### config.mk
export PLATFORM = sky130hd
export DESIGN_NAME = two_class_priority_queue
export DESIGN_NICKNAME = d
export VERILOG_FILES = /design/src/rtl/tcpq_pkg.sv /design/src/rtl/two_class_priority_queue.sv /design/src/rtl/tcpq_datapath.sv /design/src/rtl/tcpq_ctrl.sv
export VERILOG_INCLUDE_DIRS = /design/src /design/src/rtl
export SDC_FILE = /design/constraint.sdc
export NUM_CORES = 1
export LEC_CHECK = 0
export BUFFER_PORTS_ARGS = -buffer_cell sky130_fd_sc_hd__buf_4
export CAP_MARGIN = 0
export CORE_MARGIN = 10
export CORE_UTILIZATION = 35
export CTS_CLUSTER_DIAMETER = 150
export DETAILED_ROUTE_END_ITERATION = 7
export PLACE_DENSITY = 0.5
export SYNTH_ARGS = -nofsm -noshare
export SYNTH_HDL_FRONTEND = slang
export SYNTH_HIERARCHICAL = 1
export SYNTH_SLANG_ARGS = --single-unit
### constraint.sdc
create_clock -name clk -period 4.5 [get_ports clk]
set_input_delay 0.225 -clock clk [delete_from_list [all_inputs] [get_ports clk]]
set_output_delay 0.225 -clock clk [all_outputs]
set_load 0.1 [all_outputs]
### src/rtl/assert_macros.svh
// Assertion macros shared by the RTL of the two-class priority queue.
// Included by modules that carry concurrent checks.
`ifndef ASSERT_MACROS_SVH
`define ASSERT_MACROS_SVH

// Check that an implication holds at every clock edge outside reset.
`define ASSERT_IMP(label, clk, rst_n, ante, cons) \
	label: assert property (@(posedge clk) disable iff (!rst_n) (ante) |-> (cons)) \
		else $error("assertion failed");

// Check that a condition holds in the cycle after a trigger.
`define ASSERT_NEXT(label, clk, rst_n, ante, cons) \
	label: assert property (@(posedge clk) disable iff (!rst_n) (ante) |=> (cons)) \
		else $error("assertion failed");

`endif

### src/rtl/tcpq_pkg.sv
// Shared types and codes for the two-class priority queue.
// No dependencies.
package tcpq_pkg;
	localparam logic [1:0] ACT_INSERT   = 2'd0;
	localparam logic [1:0] ACT_SERVE_PF = 2'd1;
	localparam logic [1:0] ACT_SERVE_OL = 2'd2;
	localparam logic [1:0] ACT_WITHDRAW = 2'd3;

	localparam logic [2:0] ST_OK        = 3'd0;
	localparam logic [2:0] ST_NEGATIVE  = 3'd1;
	localparam logic [2:0] ST_DUPLICATE = 3'd2;
	localparam logic [2:0] ST_FULL      = 3'd3;
	localparam logic [2:0] ST_EMPTY     = 3'd4;
	localparam logic [2:0] ST_NOT_FOUND = 3'd5;

	// controller -> datapath
	typedef struct packed {
		logic load;     // capture request, run compares
		logic commit;   // apply update, build result
	} tcpq_cmd_t;
endpackage

### src/rtl/two_class_priority_queue.sv
// Top level of the two-class priority queue.
// Depends on tcpq_pkg, tcpq_ctrl and tcpq_datapath.
//
// Each request has a load step, which matches its id against every held
// slot and locates the oldest preferred entry, and a commit step, which
// applies the insert or shift-down removal. A new request is taken no earlier
// than the cycle its predecessor's result is taken, so requests never overlap.
// s_tdata: [1:0] action, [17:2] person_id, [18] is_preferred, zero to 24 bits.
// m_tdata: [2:0] status, [17:3] served_id, [22:18] total_count,
// [27:23] preferred_count, zero to 32 bits. No clearing pass after reset.
module two_class_priority_queue #(
	parameter int CAPACITY = 16
) (
	input  logic        clk,
	input  logic        arst_n,
	input  logic        s_tvalid,
	output logic        s_tready,
	input  logic [23:0] s_tdata,  // action, person_id, is_preferred
	output logic        m_tvalid,
	input  logic        m_tready,
	output logic [31:0] m_tdata   // status, served_id, total_count, preferred_count
);
	import tcpq_pkg::*;
	tcpq_cmd_t   cmd;
	logic [2:0]  status;
	logic [14:0] served_id;
	logic [4:0]  total_count, preferred_count;

	tcpq_ctrl u_ctrl (
		.clk, .arst_n,
		.in_valid(s_tvalid), .in_ready(s_tready),
		.out_valid(m_tvalid), .out_ready(m_tready),
		.cmd
	);

	tcpq_datapath #(.CAPACITY(CAPACITY)) u_dp (
		.clk, .arst_n, .cmd,
		.action(s_tdata[1:0]), .person_id(s_tdata[17:2]), .is_preferred(s_tdata[18]),
		.status, .served_id, .total_count, .preferred_count
	);

	assign m_tdata = {4'd0, preferred_count, total_count, served_id, status};
endmodule

### src/rtl/tcpq_datapath.sv
// Datapath of the two-class priority queue: slot registers, compare and compaction.
// Depends on tcpq_pkg.
module tcpq_datapath #(
	parameter int CAPACITY = 16
) (
	input  logic                clk,
	input  logic                arst_n,
	input  tcpq_pkg::tcpq_cmd_t cmd,
	input  logic [1:0]          action,
	input  logic [15:0]         person_id,
	input  logic                is_preferred,
	output logic [2:0]          status,
	output logic [14:0]         served_id,
	output logic [4:0]          total_count,
	output logic [4:0]          preferred_count
);
	import tcpq_pkg::*;
	localparam int IW = $clog2(CAPACITY);
	localparam int CW = $clog2(CAPACITY + 1);

	logic [14:0]   slot_id_q [CAPACITY];
	logic [CAPACITY-1:0] slot_pref_q;
	logic [CW-1:0] occ_q, pcnt_q;

	logic [1:0]    act_s1;
	logic [14:0]   id_s1;
	logic          neg_s1, pref_s1;
	logic          hit_s1, anyp_s1;
	logic [IW-1:0] hit_pos_s1, pref_pos_s1;

	// stage 1: parallel match and first-preferred search
	logic [CAPACITY-1:0] match, pmask;
	logic [IW-1:0] mpos, ppos;
	always_comb begin
		mpos = '0;
		ppos = '0;
		for (int i = 0; i < CAPACITY; i++) begin
			match[i] = (CW'(i) < occ_q) && (slot_id_q[i] == person_id[14:0]);
			pmask[i] = (CW'(i) < occ_q) && slot_pref_q[i];
		end
		for (int i = CAPACITY - 1; i >= 0; i--) begin
			if (match[i]) mpos = IW'(i);
			if (pmask[i]) ppos = IW'(i);
		end
	end

	always_ff @(posedge clk) begin
		if (cmd.load) begin
			act_s1      <= action;
			id_s1       <= person_id[14:0];
			neg_s1      <= person_id[15];
			pref_s1     <= is_preferred;
			hit_s1      <= |match;
			anyp_s1     <= |pmask;
			hit_pos_s1  <= mpos;
			pref_pos_s1 <= ppos;
		end
	end

	// stage 2: decide and compact
	logic          do_ins, do_rem;
	logic [IW-1:0] rpos;
	logic [2:0]    st;
	always_comb begin
		do_ins = 1'b0;
		do_rem = 1'b0;
		rpos   = '0;
		st     = ST_OK;
		unique case (act_s1)
			ACT_INSERT: begin
				if (neg_s1) st = ST_NEGATIVE;
				else if (hit_s1) st = ST_DUPLICATE;
				else if (occ_q == CW'(CAPACITY)) st = ST_FULL;
				else do_ins = 1'b1;
			end
			ACT_SERVE_PF, ACT_SERVE_OL: begin
				if (occ_q == '0) st = ST_EMPTY;
				else begin
					do_rem = 1'b1;
					rpos = (act_s1 == ACT_SERVE_PF && anyp_s1) ? pref_pos_s1 : '0;
				end
			end
			default: begin
				if (neg_s1 || !hit_s1) st = ST_NOT_FOUND;
				else begin
					do_rem = 1'b1;
					rpos = hit_pos_s1;
				end
			end
		endcase
	end

	logic rem_pref;
	assign rem_pref = slot_pref_q[rpos];

	always_ff @(posedge clk) begin
		if (cmd.commit) begin
			if (do_ins) begin
				slot_id_q[occ_q[IW-1:0]] <= id_s1;
				slot_pref_q[occ_q[IW-1:0]] <= pref_s1;
			end else if (do_rem) begin
				for (int i = 0; i < CAPACITY - 1; i++) begin
					if (IW'(i) >= rpos) begin
						slot_id_q[i]   <= slot_id_q[i+1];
						slot_pref_q[i] <= slot_pref_q[i+1];
					end
				end
			end
			status    <= st;
			served_id <= (do_rem && act_s1 != ACT_WITHDRAW) ? slot_id_q[rpos] : 15'd0;
		end
	end

	always_ff @(posedge clk or negedge arst_n) begin
		if (!arst_n) begin
			occ_q  <= '0;
			pcnt_q <= '0;
		end else if (cmd.commit) begin
			if (do_ins) begin
				occ_q  <= occ_q + 1'b1;
				pcnt_q <= pcnt_q + CW'(pref_s1);
			end else if (do_rem) begin
				occ_q  <= occ_q - 1'b1;
				pcnt_q <= pcnt_q - CW'(rem_pref);
			end
		end
	end

	assign total_count     = 5'(occ_q);
	assign preferred_count = 5'(pcnt_q);

	`include "assert_macros.svh"
	`ASSERT_IMP(a_pcnt_le_occ, clk, arst_n, 1'b1, pcnt_q <= occ_q)
	`ASSERT_IMP(a_occ_max, clk, arst_n, 1'b1, occ_q <= CW'(CAPACITY))
	`ASSERT_NEXT(a_ins_grows, clk, arst_n, cmd.commit && do_ins, occ_q == $past(occ_q) + 1'b1)
endmodule

### src/rtl/tcpq_ctrl.sv
// Controller of the two-class priority queue: handshake and step sequencing.
// Depends on tcpq_pkg.
module tcpq_ctrl (
	input  logic                clk,
	input  logic                arst_n,
	input  logic                in_valid,
	output logic                in_ready,
	output logic                out_valid,
	input  logic                out_ready,
	output tcpq_pkg::tcpq_cmd_t cmd
);
	import tcpq_pkg::*;
	localparam logic [1:0] S_IDLE = 2'd0;
	localparam logic [1:0] S_EXEC = 2'd1;
	localparam logic [1:0] S_OUT  = 2'd2;

	logic [1:0] state_q;

	// accept the next request while a result waits, as long as it gets taken
	assign in_ready   = (state_q == S_IDLE) || (state_q == S_OUT && out_ready);
	assign out_valid  = (state_q == S_OUT);
	assign cmd.load   = in_valid && in_ready;
	assign cmd.commit = (state_q == S_EXEC);

	always_ff @(posedge clk or negedge arst_n) begin
		if (!arst_n) begin
			state_q <= S_IDLE;
		end else begin
			unique case (state_q)
				S_IDLE: if (in_valid) state_q <= S_EXEC;
				S_EXEC: state_q <= S_OUT;
				S_OUT: begin
					if (out_ready) state_q <= in_valid ? S_EXEC : S_IDLE;
				end
				default: state_q <= S_IDLE;
			endcase
		end
	end

	`include "assert_macros.svh"
	`ASSERT_NEXT(a_load_exec, clk, arst_n, cmd.load, state_q == S_EXEC)
	`ASSERT_IMP(a_no_load_exec, clk, arst_n, state_q == S_EXEC, !in_ready)
	`ASSERT_NEXT(a_out_hold, clk, arst_n, out_valid && !out_ready, out_valid)
endmodule
# == Word level (Yosys, flattened, before mapping) ==
# Memories as Yosys holds them, arrays and structs flattened. A register that Yosys moved wholly into a read port is not among the register bits.
# Cells that the tools add are included.
# totals
ff_bits,60
ramBits,240
out_inout_bits,34
word_cells,343
memories,1
# mem_list
memory,depth,word_bits,read_ports,rd_clocked_by_memory_dff,wr,line_no,source
u_dp.slot_id_q,16,15,17,1,15,tcpq_datapath.sv:21,logic [14:0] slot_id_q [CAPACITY];
# classes
add_sub_neg,4
n_lt_le_gt_ge,34
eq_ne,24
mux,158
n_reduce_logical,88
# ops
op,count
$eq A15 B15 Y1,16
$mux W1,105
$mux W4,20
$mux W15,3
$reduce_and A3 Y1,15
$lt A4 B5 Y1 const A,8
$logic_and A1 B1 Y1,37
$mux W3,12
$reduce_bool A2 Y1,16
$reduce_or A16 Y1,2
$ge A4 B4 Y1 const A,7
$lt A3 B5 Y1 const A,4
$mux W5,4
$bwmux W16,1
$ge A3 B4 Y1 const A,4
$reduce_or A8 Y1,2
$reduce_or A15 Y1,1
$mux W2,7
$lt A1 B5 Y1 const A,2
$lt A2 B5 Y1 const A,2
$lt A4 B5 Y1 const B,2
$ge A1 B4 Y1 const A,2
$ge A2 B4 Y1 const A,2
$pmux W4 S2,1
22 further kinds,33

# == Longest topological paths before layout ==
# An unclocked memory read counts as a cell.
# depth
depth_word,18
mapped_depth,21
mapped_depth_nobuf,18

# == Cells and area by module ==
# Netlist, hierarchy kept.
# modules_own_cells
mod,instances,cells_each,area_per_inst_um2
tcpq_datapath,1,1746,19170.9
tcpq_ctrl,1,10,98.8
two_class_priority_queue,1,5,33.8

# == Least setup slack after synthesis ==
# No wires, ideal clock.
# synth_path
kind,reg2reg
startpoint,register u_dp.occ_q[1] (netlist: u_dp/total_count[1])
endpoint,register u_dp.pcnt_q[4] (netlist: u_dp/preferred_count[4])
setup_time_ns,0.161
arrival_ns,4.571
required_time_ns,4.339
setup_slack_ns,-0.232
path_stages_with_launch,21
path_buffers,2
path_cell_list,dfrtp_1 -> clkbuf_1 -> inv_1 -> ha_1 -> buf_2 -> nor4b_2 -> o31ai_4 -> mux4_1 -> nand4_1 -> o2111ai_2 -> inv_1 -> nand2_1 -> ha_1 -> inv_1 -> fa_1 -> inv_1 -> a21o_1 -> a21oi_1 -> xor2_1 -> nor2_1 -> xor2_1
# synth_between
elab_chain_cells,8
word_cells_on_any_way,17
classes_between,add/sub: 1; eq/ne: 1; mux: 12; reduce/logical: 3
# synth_rtl
item,line_no,source
"start, declared",tcpq_datapath.sv:23,"logic [CW-1:0] occ_q, pcnt_q;"
"start signal, assigned",tcpq_datapath.sv:120,occ_q <= occ_q + 1'b1;
"start signal, assigned",tcpq_datapath.sv:123,occ_q <= occ_q - 1'b1;
$logic_not A5 Y1,tcpq_datapath.sv:77,if (occ_q == '0) st = ST_EMPTY;
$mux W4,tcpq_datapath.sv:77,
$pmux W4 S2,tcpq_datapath.sv:69,unique case (act_s1)
$bmux W1 S4,tcpq_datapath.sv:94,assign rem_pref = slot_pref_q[rpos];
$mux W1 (not written as such),tcpq_datapath.sv:94,
$sub A5 B1 Y5,tcpq_datapath.sv:124,pcnt_q <= pcnt_q - CW'(rem_pref);
$mux W5,tcpq_datapath.sv:122,end else if (do_rem) begin
$mux W5,tcpq_datapath.sv:119,if (do_ins) begin
"end signal, assigned",tcpq_datapath.sv:121,pcnt_q <= pcnt_q + CW'(pref_s1);
"end signal, assigned",tcpq_datapath.sv:124,
"end, declared",tcpq_datapath.sv:23,
# Parallel ways exist; a longest one is shown, timed or not. The select of a mux whose other input is x is not followed.
# A chain may end at the register's enable or synchronous reset.

# == Worst setup path in the final report ==
# layout_path
startpoint,register u_dp.occ_q[0] (netlist: u_dp/total_count[0])
endpoint,"register u_dp.served_id[13] (read register of u_dp.slot_id_q), data pin"
# layout_between
elab_chain_cells,5
word_cells_on_any_way,7
classes_between,mux: 4; reduce/logical: 3
# layout_rtl
item,line_no,source
$logic_not A5 Y1 (*),tcpq_datapath.sv:77,
$mux W1,tcpq_datapath.sv:77,
$pmux W1 S2,tcpq_datapath.sv:69,
$logic_and A1 B1 Y1,tcpq_datapath.sv:110,served_id <= (do_rem && act_s1 != ACT_WITHDRAW) ? slot_id_q[rpos] : 15'd0;
$logic_not A1 Y1 (no source line),n/a,
"end, declared",tcpq_datapath.sv:13,"output logic [14:0] served_id,"
# Every way passes the cells marked *; elsewhere a longest branch is shown, timed or not.

==> metrics.csv <==
metric,value,unit
filler cell count in the final layout,5280,
Synth cell types,79,
Vias,14500,
largest area contributor in the netlist,edfxtp_1,
CTS tree,built,
Port Buffers,52,
reg2reg end,u_dp/served_id[13],
area share of the largest cell type after synthesis,47.1,%
FF+latch area,0.00940,mm^2
RSZ-0062 raised after global routing,false,
CP Capture Point,u_dp/served_id[13],
final setup fails,0,
final setup TNS,0,ns
gr usage total,21.2,%
area delta synth->final,13.9,%
share of cells above drive strength 1,23.7,%
DR pass1 iterations,7,
FP Rows,86,
# Max-Cap Violations,0,
Post-route DRC,0,
Clock Path Buffers,3,
"critical path fanouts, max",79,
Final Hold Viols,0,
fin crit share,94.2,%
post-route cell area,0.0220,mm^2
"Seq/Total Area, Yosys",48.7,%
total grt overflow,0,
fin. max-slew vios,0,
startpoint types,register,
number of synthesized register bits,315,
I/O Pins,62,
H-tree levels,2,
reg2reg start,u_dp/total_count[0],
number of routed nets with antenna violations,0,
Hold WC Path Type,input pin to register,
"Reg clk slew, reported paths",0.06,ns
Pleak,7.81,nW
skew final,0.0237,ns
post-detail-place hpwl,48.0,mm
worst vdd ir,345,uV
Synth Warn #,6,
largest net degree at the start of global routing,81,
placed inst area,0.0207,mm^2
CP Data Arrival Time,4.50,ns
die area,0.0649,mm^2
outcome,"complete, no violations",
crit end category,register,
1st-iter DRT viols,1517,
Routed WL,69.5,mm
Clock Latency Late Sink,0.56,ns
Mapped Area,0.0193,mm^2
minimum clock period,4.24,ns
register-to-register path setup slack,0.26,ns
Critical Path Start,u_dp/total_count[0],
die width,255,um
dominant cells by area after synthesis,"edfxtp_1, mux2_2, xor2_1, nand2_1, xnor2_1",
FMAX,236,MHz
Max transition margin,15.3,%
clk sinks,315,
core area,0.0549,mm^2
cts bufs inserted,38,
Via density,5.69,
Mean Syn Cell Area,11.0,um^2
WL/cell,27.4,um
vias in the first global route,14200,
gp weighted congestion,0.924,
first-pass GRT wire length,101,mm
Starting Density,35.2,%
die height,255,um
"top cells by count, synth","nand2_1, edfxtp_1, mux2_2",
power density over the cells,457,mW/mm^2
Setup Buffers After CTS,0,
initial antenna violation count,4,
top_reg_cell synth,edfxtp_1,
r2r worst-path depth,9,
Nets,1847,
most frequent cell after synthesis,nand2_1,
Multi-input gate area,0.00927,mm^2
clk root buf,clkbuf_16,
number of synthesized flops with an enable pin,303,
Tightest Pin Transition,1.27,ns
Post-Syn Instances,1761,
worst endpoint required time,4.77,ns
fraction of registers with async set or reset after synthesis,3.81,%
Min-Delay Path Depth,3,
Crit Path Category,register to register,
## timing repair
action,in CTS,in global routing
resized for setup,0,0
hold endpoints to repair,17,0
hold buffers,6,0
endpoints found under the setup margin,0,0
## through the flow
| step | setup slack, ns | util [%] | cells | power, mW | hold slack [ns] |
|---|---|---|---|---|---|
| after global routing | 0.0946 | 40.1 | 2538 | 10.5 | 0.0439 |
| after CTS | 0.342 | 40.1 | 2538 | 10.1 | 0.0148 |
| after global placement | 0.379 | 37.8 | 2464 | 7.04 | 0.0727 |
| after floorplan | 0.0496 | - | 1764 | 6.03 | -0.0706 |
| after detailed placement | 0.350 | 37.8 | 2464 | 7.06 | 0.0774 |
| final | 0.263 | 40.1 | 2539 | 10.0 | 0.0443 |
## sequential cells by signal, summed over array words and instances (netlist names)
register,flops
u_dp/hit_pos_s1,4
u_dp/total_count,5
u_dp/preferred_count,5
u_dp/slot_id_q,240
u_dp/status,3
u_dp/anyp_s1,1
u_dp/slot_pref_q,16
u_dp/pref_pos_s1,4
u_dp/id_s1,15
u_dp/pref_s1,1
u_dp/hit_s1,1
u_ctrl/state_q,2
u_dp/served_id,15
u_dp/neg_s1,1
u_dp/act_s1,2
## layout make-up
class | count | area share (%)
Sequential cell | 315 | 42.7
Multi-Input combinational cell | 1287 | 42.1
Timing Repair Buffer | 146 | 5.39
Clock buffer | 51 | 4.84
Tap cell | 704 | 4.00
Clock inverter | 17 | 0.575
Inverter | 18 | 0.307
Antenna cell | 1 | 0.0114
## placed cells by master, fill, tap and decap left out, types with 4 or more instances in the layout
cell             n
buf_12           6
clkbuf_1        10
clkbuf_16       41
and3_1          31
xnor2_1         87
o21bai_1        17
a21oi_1         20
nor4_1          39
o21ai_1          4
inv_1           18
mux2_2         211
a311oi_1        47
edfxtp_1       303
o22ai_1         12
or3_1            5
nor3_1          10
nand4_1         34
ha_1            12
nand2_1        326
buf_4          134
nand3_1         72
nor2_2           4
o31ai_1         13
conb_1           4
nand2b_1         6
xor2_1         162
a21o_1           4
a31oi_1         20
a21oi_2          6
a211oi_1        18
clkinv_2         4
dlygate4sd3_1    6
o21ai_0         26
dfrtp_1         10
or4_1            4
nor2_1          24
clkinv_1        10
## cells by family after synthesis
| logic type | synth area share (%) |
|---|---|
| compound gates | 8.63 |
| xor+xnor | 11.3 |
| fa+ha+maj | 0.881 |
| buf+inv | 3.70 |
| flops | 48.7 |
| mux | 12.5 |
| other cells | 0.0194 |
| simple gates | 14.2 |
## routing by layer
layer	routed length (um)	global-route usage, %	vias up
met5	0	0	-
met4	1530	5.97	0
met3	5580	4.49	67
met2	32800	34.3	595
met1	29700	28.2	7247
li1	-	-	6542
## worst max-delay path: stages (launching register included)
cell and delay, ns:
dfrtp_2 0.40, inv_1 0.11, ha_1 0.20, or4b_1 0.66
a32oi_4 0.39, buf_4 0.78, a311oi_1 0.21, buf_4 0.23
a311oi_1 0.64, a211oi_1 0.14
## report_power, final
group	internal (mW)	leakage, nW	switching [mW]
Combinational	1.00	4.31	2.08
Clock	1.77	0.581	1.24
Sequential	3.63	2.92	0.319
## worst min path at each step
stage	to	startpoint
final	u_ctrl/state_q[1]	m_tready
after global routing	u_ctrl/state_q[1]	m_tready
after CTS	u_ctrl/state_q[1]	m_tready
after detailed placement	u_ctrl/state_q[1]	arst_n
after global placement	u_dp/preferred_count[4]	arst_n
after floorplan	u_ctrl/state_q[0]	arst_n
(Power assumes the default switching activity.)
